===== config.mk =====
export PLATFORM = sky130hd
export DESIGN_NAME = trmv_mul
export DESIGN_NICKNAME = d
export VERILOG_FILES = /design/src/rtl/trmv_mul.sv
export SDC_FILE = /design/constraint.sdc
export NUM_CORES = 2
export LEC_CHECK = 0
export CAP_MARGIN = 20
export CORE_MARGIN = 1
export CORE_UTILIZATION = 62
export CTS_CLUSTER_SIZE = 12
export DETAILED_ROUTE_END_ITERATION = 10
export DONT_BUFFER_PORTS = 1
export PLACE_DENSITY_LB_ADDON = 0.25
export REMOVE_ABC_BUFFERS = 1
export SYNTH_ARGS = -nofsm -noshare
export SYNTH_HDL_FRONTEND = slang
export SYNTH_SLANG_ARGS = --single-unit

===== constraint.sdc =====
create_clock -name i_clk -period 28.3 [get_ports i_clk]
set_input_delay 5.66 -clock i_clk [delete_from_list [all_inputs] [get_ports i_clk]]
set_output_delay 5.66 -clock i_clk [all_outputs]
set_load 0.02 [all_outputs]

===== src/rtl/trmv_mul.sv =====
// trmv_mul: shared signed 32x32 multiplier with registered product
// no dependencies; used for both the dot products and the alpha scaling
module trmv_mul (
    input  logic               i_clk,
    input  logic               i_en,
    input  logic signed [31:0] i_a,
    input  logic signed [31:0] i_b,
    output logic signed [63:0] o_p
);

    logic signed [63:0] r_p;

    // one product per enabled cycle
    always_ff @(posedge i_clk) begin
        if (i_en) begin
            r_p <= i_a * i_b;
        end
    end

    assign o_p = r_p;

endmodule


**Yosys cells after proc, flatten, opt, wreduce, memory -nomap -nowiden**

Index checks and enable logic that the tools add are counted.
W data, S select, Z words.

- $mul: 1

Operator list:

| cell | number |
|---|---|
| $mul A32 B32 Y64 | 1 |

- Output and inout port bits: 64
- Input port bits: 66
- Flip-flop bits (word level): 64
- Word-level logic and storage cells: 2

**Depth between registers and ports, before layout**

- Word-level depth: 1
- Depth in mapped cells: 28
- Depth with buffers taken out: 27

**Least setup slack after synthesis**

No wires, ideal clock.

- Path type: in2reg
- Start point: input i_b[2]
- End point: register r_p[62] (netlist: o_p[62]), data pin
- Arrival: 12.788 ns
- Setup slack: 15.243 ns
- Library setup time: 0.269 ns
- Stages: 24
- Data required time: 28.031 ns
- Path buffers: 1
- Path through: clkbuf_1 -> nand2_1 -> inv_1 -> fa_1 -> fa_1 -> fa_1 -> fa_1 -> inv_1 -> fa_1 -> inv_1 -> fa_1 -> inv_1 -> fa_1 -> inv_1 -> fa_1 -> ha_1 -> and3_1 -> nand2_1 -> or3_1 -> o22a_1 -> o211ai_1 -> a31oi_1 -> o31ai_1 -> xor2_1

- Word-level cells in the longest chain between the ends: 1

RTL lines:

| what | line | text |
|---|---|---|
| start, declared | 7 | `input logic signed [31:0] i_b,` |
| $mul A32 B32 Y64 | 16 | `r_p <= i_a * i_b;` |
| end signal, assigned | 16 |  |
| end, declared | 11 | `logic signed [63:0] r_p;` |

Every way passes these cells.
A chain may end at the register's enable or synchronous reset.

**Final worst setup path**

Ends and elaborated chain as after synthesis.

==> impl.org <==
** Status
- Status :: finished clean

** Timing
- Final Max Tran Viols :: 0
- The hold violation count in the final report is 0.
- The worst pin sits at a relative slew slack of between 30% and 40%.
- Unrepaired setup endpoints after global routing :: false
- Once routing completed, OpenROAD measured the worst setup slack at roughly 15 ns.
- Highest clock frequency the design can meet :: about 76 MHz
- Tcrit/Tclk final :: 46.5%
- Fin Setup TNS :: 0 ns
- Setup violations remaining at the end of the flow were counted as 0.
- The worst path in the final design needs a cycle of between 10 and 15 ns, including I/O delays and setup.
- At the pin with the least slew margin, the transition time is around 0.94 ns.

** Logic synthesis
- The number of different library cells used by synthesis comes to between 60 and 70.
- Post-synthesis average cell area :: 9.75 µm²
- In the post-synthesis netlist, the biggest area contributors are fa_1, inv_1, and2_1.
- Count of mapped cells out of synthesis :: roughly 3.9k
- Counting flops with a built-in enable in the synthesized netlist gives 64.
- Syn. warnings :: 0
- Total of flip-flops plus latches after synthesis :: 64
- The mapped netlist covers 0.0379 mm².
- Async S/R FF share, synth :: 0%
- Top cell type's share of synthesized area :: a little under three fifths
- Among all flip-flop cells after synthesis, the most frequent one is edfxtp_1.
- Yosys top cell by area :: fa_1
- Of the synthesized area, sequential elements account for between 5 and 6%.

** Global routing
- The number of antenna violations at the first check in global routing came to 6.
- Entering global routing, the biggest net connects 65 pins.
- Global-route congestion overflow total :: 0
- Vias in the first global route :: roughly 28k
- Total routing usage reported by global routing :: 32.3%
- The first global-routing pass estimated around 150 mm of wire.

** Critical path
- The worst setup path is captured at a flop.
- Arrival @ worst endpoint :: around 13 ns
- Worst setup SP type :: input pin
- The worst setup path is of the input pin to flop kind.
- Required time worst endpoint :: about 28 ns
- Of all nets on the critical path, the largest fanout is 32.

** Flow run
- Max-cap check violation count :: 0

** Die
- After floorplanning, the core was sized to cover between 0.06 and 0.07 mm².
- Measured along the x axis, the die boundary spans ~250 µm.
- Pin placement for this block handled 130 I/O pins.
- In this run the core area contains 90 standard-cell rows.
- The die covers around 0.062 mm².
- Initial Utilization :: between 60% and 70%
- The die is 249 µm tall.

** Placed design
- Placed Cells :: 4468
- At the end of routability-driven placement, the weighted congestion stood at roughly 1.0.
- The placed instances occupy a cell area of between 0.03 and 0.04 mm².
- DPL Wire Length :: 75.8 mm
- Pre-CTS setup slack :: ~15 ns
- In this run the tool buffered the top-level ports with 0 buffer cells.

** Route
- Top routing layer used :: met4
- Met1 Routed Length :: 37.1 mm
- Detail Route Antenna Nets :: 0
- In the routed design, unresolved DRC markers number 0.
- Met3 layer wire length in the routed design :: 7.76 mm
- In the final routed layout, each cell accounts on average for roughly 21 µm.
- Via total after detailed routing :: roughly 25k
- Drt initial violations :: around 1.6k
- After detailed routing, the number of vias per cell comes to around 5.7.
- Detailed route wirelength on metal2 :: 46.0 mm
- For this run, the detailed router's first-pass iteration total came to 5.
- Routed WL :: around 94 mm

** Clocking
- After clock tree synthesis, the flow added hold-fix buffers numbering 0.
- No sink is reached through more buffers than the 2 on the longest clock path.
- CTS buffer count :: 9
- In this run the number of H-tree levels came out at 3.
- TritonCTS built the clock tree.
- Number of clock sinks :: 64
- Number of cells upsized or downsized after cts :: 0
- Clock-pin slew was measured on the worst setup and hold paths at about 0.070 ns.
- CTS placed an instance of clkbuf_16 at the clock tree root.
- The number of setup buffers added after CTS is 0.

** Finish
- Filler cells :: approximately 4.9k
- Once layout is complete, the cells apart from fillers number ~4.5k.
- The register with the most flip-flops in the layout has between 60 and 70 of them.
- Area of the multi-input gates :: around 0.032 mm²
- With fillers left out, the area of the finished cells amounts to between 0.03 and 0.04 mm².
- Register area :: around 0.0019 mm²
- The final layout contains 5029 nets.
- Synthesis-to-layout area growth :: 1.44%
- Cells with a size suffix above 1 make up under 10% of the layout.

** Hold path
- The tightest min-delay check is of the input pin to flop type.
## cells in the final DEF (no fill, tap or decap), types with 3 or more instances in the layout
cell          n
a211oi_1      4
a211oi_2      3
a21boi_0      3
a21o_1       23
a21oi_1      68
a31oi_1      12
and2_1      516
and3_1        7
and4_1        3
clkbuf_16     9
clkinv_4      3
edfxtp_1     64
fa_1       1082
ha_1        184
inv_1       952
nand2_1     511
nand2b_1      9
nand3_1      15
nand4_1       7
nor2_1       42
nor2b_1       3
nor3_1        6
o211ai_1      3
o21a_1        4
o21ai_0      28
o21bai_1     15
o31ai_1       6
or3_1         4
xnor2_1      53
xor2_1       22
## critical path: stages
cell      delay (ns)
nand2_1         0.09
inv_1           0.09
fa_1            0.61
fa_1            0.46
fa_1            0.75
fa_1            0.97
inv_1           0.38
fa_1            0.58
inv_1           0.06
fa_1            0.53
inv_1           0.05
fa_1            0.46
fa_1            0.52
inv_1           0.05
ha_1            0.36
and3_1          0.20
nand2_1         0.07
or3_1           0.38
o22a_1          0.18
o211ai_1        0.22
a31oi_1         0.20
o31ai_1         0.28
xor2_1          0.10
## layer usage
metal	up-vias	track usage (%)
met5	-	0
met4	0	9.17
met3	196	5.62
met2	1063	54.2
met1	13400	43.6
li1	10700	-
## final timing paths
kind	startpoint	end	slack, ns	cells past startpoint
max	i_b[2]	o_p[62]$_DFFE_PP_	15.15	23
min	i_en	o_p[7]$_DFFE_PP_	5.39	0
## cell usage after synthesis, types with 9 or more instances
library cell	number
nor2_1	42
xnor2_1	53
nand2b_1	9
a31oi_1	12
nand2_1	511
and2_1	516
a21oi_1	68
inv_1	952
clkbuf_1	195
a21o_1	23
nand3_1	15
o21ai_0	28
o21bai_1	15
edfxtp_1	64
ha_1	184
fa_1	1082
xor2_1	22
## metrics by stage
stage,util (%),hold slack (ns)
finish,63.7,5.39
global route,63.7,5.38
CTS,63.7,5.38
detailed placement,63.2,5.78
global placement,63.2,5.78
floorplan,-,5.77
## kinds of logic (layout without fill, tap and decap cells)
family,Yosys count,in the layout,synth area share [%]
buf+inv,1152,970,11.4
fa+ha+maj,1266,1266,63.3
xor+xnor,75,75,1.73
compound gates,193,193,3.41
flops,64,64,5.07
other cells,0,1,0
simple gates,1134,1134,15.1
## layout make-up
type / instances / area share, %
clock buffer: 9 / 0.586
antenna: 1 / 0.00651
inverter: 952 / 9.30
clock inverter: 7 / 0.208
multi-input combinational: 2668 / 82.3
sequential: 64 / 5.00
tap: 782 / 2.55
timing repair buffer: 2 / 0.0391
Power is not shown: default switching activity piles up to over one toggle a cycle in this logic, so the estimate is an artifact.
