File: src/rtl/trmv_pkg.sv
// trmv_pkg: shared types and constants of the triangular matrix-vector multiplier
// no dependencies; imported by trmv_acc and triangular_matrix_vector_multiply
package trmv_pkg;

    // request function codes
    localparam logic [1:0] FUNC_MAT = 2'd0;
    localparam logic [1:0] FUNC_VEC = 2'd1;
    localparam logic [1:0] FUNC_RUN = 2'd2;

    // configuration register indexes
    localparam int CFG_IW = 3;
    localparam logic [CFG_IW-1:0] CFG_UPPER     = 3'd0;
    localparam logic [CFG_IW-1:0] CFG_TRANSPOSE = 3'd1;
    localparam logic [CFG_IW-1:0] CFG_UNIT_DIAG = 3'd2;
    localparam logic [CFG_IW-1:0] CFG_SCALE     = 3'd3;
    localparam logic [CFG_IW-1:0] CFG_SIZE      = 3'd4;

    // fixed point constants, signed Q16.16
    localparam logic signed [31:0] Q_ONE      = 32'sh0001_0000;
    localparam logic signed [31:0] Q_MAX      = 32'sh7fff_ffff;
    localparam logic signed [31:0] Q_MIN      = 32'sh8000_0000;
    localparam logic [4:0]         SIZE_RESET = 5'd16;

    // accumulator holds up to sixteen Q32.32 products exactly
    localparam int ACC_W = 68;

    // sequencer states
    typedef enum logic [2:0] {
        ST_IDLE,
        ST_MAC,
        ST_DRAIN,
        ST_TAKE,
        ST_SCALE,
        ST_OUT,
        ST_COPY
    } t_state;

    // accumulator control from the sequencer
    typedef struct packed {
        logic clr;
        logic add;
        logic take;
    } t_acc_ctrl;

endpackage

File: src/rtl/trmv_acc.sv
// trmv_acc: wide product accumulator with floor shift and 32-bit saturation
// depends on trmv_pkg for the control struct and Q16.16 limits
module trmv_acc
    import trmv_pkg::*;
(
    input  logic               i_clk,
    input  t_acc_ctrl          i_ctrl,
    input  logic signed [63:0] i_prod,
    output logic signed [31:0] o_sum,
    output logic               o_sat
);

    logic signed [ACC_W-1:0]  r_acc;
    logic signed [ACC_W-1:0]  n_acc;
    logic signed [ACC_W-17:0] w_sh;
    logic                     w_ovf;
    logic signed [31:0]       w_sum;
    logic signed [31:0]       r_sum;
    logic                     r_sat;

    // exact running sum
    always_comb begin
        n_acc = r_acc;
        if (i_ctrl.clr) begin
            n_acc = '0;
        end else if (i_ctrl.add) begin
            n_acc = r_acc + {{(ACC_W-64){i_prod[63]}}, i_prod};
        end
    end

    always_ff @(posedge i_clk) begin
        r_acc <= n_acc;
    end

    // shift right by 16 toward minus infinity, then clip to 32 bits
    assign w_sh  = r_acc[ACC_W-1:16];
    assign w_ovf = !((&w_sh[ACC_W-17:31]) || !(|w_sh[ACC_W-17:31]));
    assign w_sum = w_ovf ? (w_sh[ACC_W-17] ? Q_MIN : Q_MAX) : w_sh[31:0];

    // capture the row sum
    always_ff @(posedge i_clk) begin
        if (i_ctrl.take) begin
            r_sum <= w_sum;
            r_sat <= w_ovf;
        end
    end

    assign o_sum = r_sum;
    assign o_sat = r_sat;

endmodule

File: config.mk
export PLATFORM = sky130hd
export DESIGN_NAME = trmv_acc
export DESIGN_NICKNAME = d
export VERILOG_FILES = /design/src/rtl/trmv_pkg.sv /design/src/rtl/trmv_acc.sv
export SDC_FILE = /design/constraint.sdc
export NUM_CORES = 1
export LEC_CHECK = 0
export BUFFER_PORTS_ARGS = -buffer_cell sky130_fd_sc_hd__buf_4
export CAP_MARGIN = 20
export CORE_AREA = 8 8 172 174
export CTS_CLUSTER_DIAMETER = 40
export DETAILED_ROUTE_END_ITERATION = 8
export DIE_AREA = 0 0 180 182
export PLACE_DENSITY = 0.54
export SYNTH_ARGS = -nofsm -noshare
export SYNTH_HDL_FRONTEND = slang
export SYNTH_SLANG_ARGS = --single-unit
File: constraint.sdc
create_clock -name i_clk -period 10.2 [get_ports i_clk]
set_input_delay 2.04 -clock i_clk [delete_from_list [all_inputs] [get_ports i_clk]]
set_output_delay 2.04 -clock i_clk [all_outputs]
set_load 0.05 [all_outputs]
; After elaboration in Yosys (flattened, before gate mapping)
; Index checks and enable logic that the tools add are counted.
[word_totals]
output_inout_bits = 33
elab_cells = 11
input_bits = 68
reg_bits = 101
[classes]
n_mux = 2
n_addsub = 1
n_reduce_logical = 5
[op_table]
columns = op, count
row1 = $add A68 B68 Y68, 1
row2 = $mux W32, 2
row3 = $reduce_and A21 Y1, 1
row4 = $reduce_or A21 Y1, 1
row5 = $logic_not A1 Y1, 2
row6 = $logic_or A1 B1 Y1, 1

; Longest topological paths before layout
; Gate-level depths: netlist of run 1.
[depth]
ltp_word = 4
depth_mapped = 13
mapped_depth_nobuf = 13

; Worst setup path after synthesis of run 1
; OpenSTA, ideal clock, no wires.
[synth_timing]
path_type = in2reg
startpoint = input port i_prod[0]
endpoint = register r_acc[56]
setup_ns = 0.130
stages = 13
t_required_ns = 10.070
path_buffers = 0
t_arrival_ns = 4.796
setup_slack_ns = 5.275
path_cell_list = ha_1 fa_1 a21o_1 a311o_1 o211ai_1 o21ai_1 o21ai_0 nand3_1 a31o_2 a32oi_1 and2_1 xor2_1 o22ai_1
[synth_via]
elab_chain_cells = 1
[synth_lines]
columns = item, line
row1 = from (decl), trmv_acc.sv:8  ; input logic signed [63:0] i_prod,
row2 = $add A68 B68 Y68, trmv_acc.sv:27  ; n_acc = r_acc + {{(ACC_W-64){i_prod[63]}}, i_prod};
row3 = to (signal assigned), trmv_acc.sv:32  ; r_acc <= n_acc;
row4 = to (decl), trmv_acc.sv:13  ; logic signed [ACC_W-1:0] r_acc;
; Every way passes these cells.
; A chain may end at the register's enable or synchronous reset.

; Final worst setup path of run 1
[layout_timing]
startpoint = input port i_prod[26]
endpoint = register r_acc[66]
; The elaborated chain is that of the path after synthesis.

==> impl_metrics.tcl, run 1 <==
set metrics [dict create \
    cp.required_ps 10490 \
    diodes 0 \
    first_pass_iters 5 \
    insertion_delay_ps 350 \
    min_path_type "register to register" \
    peakVddDrop_v 0.0000664 \
    synthAdderAreaFrac 0.108 \
    routabilityCongestion 0.845 \
    chipWidth_um 180 \
    finalMaxSlewViolations 0 \
    synth-compound-area-share 0.243 \
    cts_buffers 9 \
    drive_above_1_share 0.145 \
    grt_pass1_vias 6917 \
    post-place-cells 1315 \
    start_util 0.299 \
    ys_ff_latch 101 \
    slowest_delay_ps 460 \
    intPower_w 0.00105 \
    tightest_slew_ps 886 \
    status "complete, no violations" \
    core_area_sq_um 26700 \
    max-cap-violations 0 \
    drt_iter0_drc 461 \
    grt-ovfl-total 0 \
    ctsLongestPathBuffers 2 \
    portBuffers 100 \
    synth-xor-area-share 0.0649 \
    cts_max_level 3 \
    ctsResizeCount 0 \
    post-route-min-period_ps 5420 \
    cp_slowest_cell "nor4b_1" \
    antenna_found_initial 0 \
    ant_nets 0 \
    cts.hold.buffers_added 0 \
    yosys_most_used_dff "dfxtp_1" \
    vias 6908 \
    totalWireLength_um 21900 \
    fin_hold_ws_ps 495 \
    finalHoldViolations 0 \
    final_common_cell "buf_4" \
    fp-row-count 60 \
    clkTransAtPathRegs_ps 70 \
    pwr-share-seq 0.311 \
    arrival_ps 5720 \
    relSlewSlack 0.409 \
    fp.dieArea_sq_um 32800 \
    gr-usage-all-layers 0.134 \
    grt_max_degree 71 \
    crit_chain "buf_4 > ha_1 > nand2_1 > or3_1 > nor3_1 > nor4b_1 > nor3b_1 > a2111oi_2 > o21ai_1 > a2111oi_2 > o21ai_1 > nor4b_1 > a211o_1" \
    setup_viol 0 \
    finalCritPeriodShare 0.532 \
    cpLargestDelayFamily "simple AND/OR/NAND/NOR gates" \
    synthArstFlopShare 0 \
    worst-path-buf-inv 1 \
    vias_per_cell 5.19 \
    grt_pass1_wl_um 36300 \
    cp-start-kind "input port" \
    end_kind "register" \
    p_clk_frac 0.200 \
    synth_nets 1063 \
    cts_root_buf "clkbuf_16" \
    syn_area_sq_um 7960 \
    wire_per_inst_um 16.5 \
    area_growth_pct 14.8 \
    synth_top_family_by_area "compound AO/OA/AOI/OAI gates" \
    post_cts_buffers 0 \
    cp_max_fo 7 \
    stdcell_count 1331 \
    yosysWarnings 0 \
    cts.sinks 101 \
    final_cell_mix "buf_4 (104), nor2_1 (91), a21oi_1 (84)" \
    drc 0 \
    synth_edf_count 33 \
    switching_power_w 0.000742 \
    critPathKind "input port to register" \
    fin_tns_setup_ps 0 \
    leakagePower_nw 4.07 \
    yosys.area_share.simple 0.171 \
    finalClockSkew_ps 9.27 \
    ios 101 \
    p_comb_frac 0.488 \
    synthCells 927 \
    hpwl_um 17000 \
    synthDistinctLibCells 75 \
    power.density_nw_per_um2 196 \
    max_freq_mhz 184 \
    nNetsFinal 1121 \
    synth_mux_area_frac 0.0643 \
    p_sw_frac 0.415 \
    cts_tree "done" \
    die_h_um 182 \
    rsz0062_at_grt "no" \
    synth-seq-area-share 0.296 \
    avgSynthCellArea_sq_um 8.59 \
]
-- worst register-to-register path: stages (launching register included) --
cell       delay (ps)
dfxtp_1           330
ha_1              420
nand2_1           160
or3_1             380
nor3_1            280
nor4b_1           460
nor3b_1           180
a2111oi_2         440
o21ai_1           230
a2111oi_2         430
o21ai_1           160
nor4b_1           280
a211o_1           140
-- power groups by stage --
| stage | combinational (W) | clock [W] | sequential, W |
|---|---|---|---|
| after global placement | 0.000867 | 0 | 0.000564 |
| after detailed placement | 0.000869 | 0 | 0.000566 |
| final | 0.000874 | 0.000358 | 0.000557 |
| after CTS | 0.000875 | 0.000373 | 0.000557 |
| after floorplan | 0.000603 | 0 | 0.000636 |
| after global routing | 0.000971 | 0.000389 | 0.000568 |
-- worst paths after layout --
check | from | end | slack, ps | cells after the start
hold reg to reg | r_acc[2] | r_acc[2] | 490 | 2
setup reg to reg | r_acc[26] | r_acc[66] | 6250 | 12
setup / recovery | i_prod[26] | r_acc[66] | 4780 | 13
hold / removal | r_acc[2] | r_acc[2] | 490 | 2
-- kinds of logic after synthesis --
kind of cell	after synthesis
buf+inv	80
simple gates	278
mux	51
fa+ha+maj	68
xor+xnor	59
compound gates	290
flops	101
-- registers in the layout, indices dropped and copies added (netlist names) --
register / cells
r_acc: 68
o_sum: 32
o_sat: 1
-- per-stage QoR --
| step | util | setup slack (ps) | power [W] | instance area, sq um |
|---|---|---|---|---|
| after CTS | 0.343 | 4710 | 0.00181 | 9140 |
| after global placement | 0.332 | 4440 | 0.00143 | 8840 |
| after global routing | 0.343 | 4510 | 0.00193 | 9140 |
| final | 0.343 | 4780 | 0.00179 | 9140 |
| after detailed placement | 0.332 | 4380 | 0.00143 | 8840 |
| after floorplan | - | 5270 | 0.00124 | 7960 |
-- layout make-up --
type / instances / area, sq um
Clock buffer: 10 / 229
Clock inverter: 6 / 68.8
Fill cell: 2787 / 17500
Inverter: 23 / 86.3
Multi-Input combinational cell: 746 / 5190
Sequential cell: 101 / 2350
Tap cell: 341 / 427
Timing Repair Buffer: 104 / 781
-- synthesized netlist by cell type (all sizes together), types with 3 or more instances --
cell      n  area share
nand3    15      0.0094
or3       5      0.0052
a21boi    3      0.0028
and3     11      0.0088
xnor2    30       0.033
clkbuf   34       0.023
edfxtp   33        0.12
a21oi    84       0.053
o21a      6      0.0057
and2      6      0.0049
mux2i    50       0.063
a211o     4      0.0044
nor2     93       0.044
o21bai   16       0.015
o211ai    4      0.0038
nand4    32       0.025
nand2b   10      0.0079
o21ai    42       0.027
a211oi   13       0.014
nor3b     6      0.0057
buf      20       0.015
nor4b     4      0.0052
nor3     10      0.0063
a21o     71       0.067
o22ai     6      0.0047
nor2b     6      0.0047
a2111oi   3      0.0057
ha       67        0.11
inv      23       0.011
nand2    66       0.031
o31ai     6      0.0057
a31oi    12      0.0094
dfxtp    68        0.17
xor2     29       0.032
nor4      8      0.0063
-- metal layers --
metal | track usage | part of all wire | routed length, um
met2 | 0.216 | 0.45 | 9820
met1 | 0.183 | 0.50 | 11100
met4 | 0.0300 | 0.0088 | 193
met3 | 0.0236 | 0.040 | 868
met5 | 0 | 0 | 0
Note: power is estimated with default switching activity, not from simulation.
==> run 2, diff against run 1 <==
Settings changed: PLACE_DENSITY 0.54 to 0.55.
Clock period 10.2 ns to 4.4 ns, I/O delays scaled along.
==> run 2 against run 1 <==
Non-clock buffer count is 11 higher; register-to-register slack lost 5500 ps; critical endpoint unchanged; power rose by 140%; wire length increased by 1.2%; flip-flop and latch count unchanged.
==> impl_metrics.tcl, run 2 (same netlist as run 1, synthesis figures left out) <==
set metrics [dict create \
    status "complete, no violations" \
    cp_slowest_cell "a2111oi_2" \
    fin_tns_setup_ps 0 \
    drive_above_1_share 0.155 \
    power.density_nw_per_um2 456 \
    hpwl_um 17200 \
    start_util 0.299 \
    cp.required_ps 4700 \
    cts_max_level 3 \
    vias 6941 \
    cp-start-kind "input port" \
    vias_per_cell 5.17 \
    pre_cts_ws_ps 50.1 \
    crit_chain "buf_4 > ha_1 > nand2_1 > or3_1 > nor3_1 > nor4b_1 > nor3b_1 > a2111oi_2 > o21ai_1 > a2111oi_2 > o21ai_1 > nor4b_1 > a211o_1" \
    die_h_um 182 \
    r2r_slack_ps 730 \
    grt-ovfl-total 0 \
    cts_root_buf "clkbuf_16" \
    cts_buffers 9 \
    critPathKind "input port to register" \
    grt_pass1_vias 6763 \
    ios 101 \
    cp_max_fo 7 \
    grt_max_degree 70 \
    worstReg2RegEnd "r_acc[66]" \
    rr_worst_depth 12 \
    drc 0 \
    portBuffers 100 \
    finalMaxSlewViolations 0 \
    regMostFlops "r_acc" \
    setup_viol 0 \
    fp.dieArea_sq_um 32800 \
    cp-endpoint "r_acc[66]" \
    fin_hold_ws_ps 499 \
    cts.sinks 101 \
    peakVddDrop_v 0.000181 \
    totalWireLength_um 22200 \
    max_freq_mhz 252 \
    post_cts_buffers 0 \
    relSlewSlack 0.452 \
    gr-usage-all-layers 0.133 \
    first_pass_iters 4 \
    p_total_w 0.00421 \
    finalHoldViolations 0 \
    final_cell_mix "buf_4 (115), nor2_1 (91), a21oi_1 (84)" \
    core_area_sq_um 26700 \
    cp-startpoint "i_prod[26]" \
    finalInstanceArea_sq_um 9230 \
    drt_iter0_drc 316 \
    slowest_delay_ps 430 \
    post-route-min-period_ps 3980 \
    finalCritPeriodShare 0.904 \
    insertion_delay_ps 360 \
    routabilityCongestion 0.899 \
    rsz0062_at_grt "no" \
    r2r-start "r_acc[26]" \
    end_kind "register" \
    nNetsFinal 1132 \
    ctsLongestPathBuffers 2 \
    dpl_cell_area_sq_um 8920 \
    chipWidth_um 180 \
    wire_per_inst_um 16.5 \
    grt_pass1_wl_um 35900 \
    leakagePower_nw 4.13 \
    tightest_slew_ps 822 \
    antenna_found_initial 0 \
    cts.hold.buffers_added 0 \
    cts_tree "done" \
    area_growth_pct 16.0 \
    min_path_type "register to register" \
    finalClockSkew_ps 12.9 \
    arrival_ps 4280 \
    max-cap-violations 0 \
    largest_reg_flops 68 \
    clkTransAtPathRegs_ps 70 \
    ctsResizeCount 0 \
    fin_ws_ps 424 \
    diodes 0 \
    final_common_cell "buf_4" \
    fp-row-count 60 \
    ant_nets 0 \
]
## run 2: cell count changes in the layout (fill, tap and decap cells not counted)
| cell | before | now |
|---|---|---|
| clkinvlp_4 | 1 | 0 |
| buf_4 | 104 | 115 |
| clkinv_2 | 1 | 0 |
| clkinv_4 | 0 | 1 |
| inv_6 | 3 | 2 |
| inv_8 | 0 | 2 |
## run 2: power breakdown
group          switching, W  internal, W  leakage (nW)
clock network      0.000405     0.000456         0.152
registers          0.000123      0.00117         0.850
logic               0.00123     0.000831          3.13
total               0.00176      0.00246          4.13
## run 2: final cells by class
| class | count | area, sq um |
|---|---|---|
| fillers | 2823 | 17400 |
| multi-input cells | 746 | 5190 |
| flip-flops and latches | 101 | 2350 |
| repair buffers | 115 | 863 |
| well taps | 341 | 427 |
| clock buffers | 10 | 229 |
| inverters | 23 | 86.3 |
| clock inverters | 6 | 78.8 |
## run 2: worst min path at each step
| stage | start | endpoint | slack [ps] | cells past startpoint |
|---|---|---|---|---|
| 2_1_floorplan | r_acc[0] | r_acc[0] | 460 | 2 |
| 3_3_place_gp | r_acc[9] | r_acc[9] | 480 | 2 |
| 3_5_place_dp | r_acc[9] | r_acc[9] | 490 | 2 |
| 4_1_cts | r_acc[9] | r_acc[9] | 500 | 2 |
| 5_1_grt | r_acc[2] | r_acc[2] | 520 | 2 |
| 6_report | r_acc[2] | r_acc[2] | 500 | 2 |
## run 2: stage by stage
step | instances | util
after floorplan | 927 | -
after detailed placement | 1326 | 0.335
after CTS | 1342 | 0.346
final | 1342 | 0.346
after global placement | 1326 | 0.335
after global routing | 1342 | 0.346
## run 2: layer usage
metal | vias to the layer above | global-route usage | wire [um]
li1 | 3563 | - | -
met1 | 3207 | 0.183 | 11100
met2 | 146 | 0.210 | 9780
met3 | 25 | 0.0259 | 983
met4 | 0 | 0.0373 | 383
met5 | - | 0 | 0
## run 2: worst max-delay path, delay by kind of cell
kind | cells | cell delay, ps
and+or+nand+nor | 6 | 1530
buffers and inverters | 1 | 110
adders and majority gates | 1 | 400
AOI/OAI and AO/OA | 5 | 1350
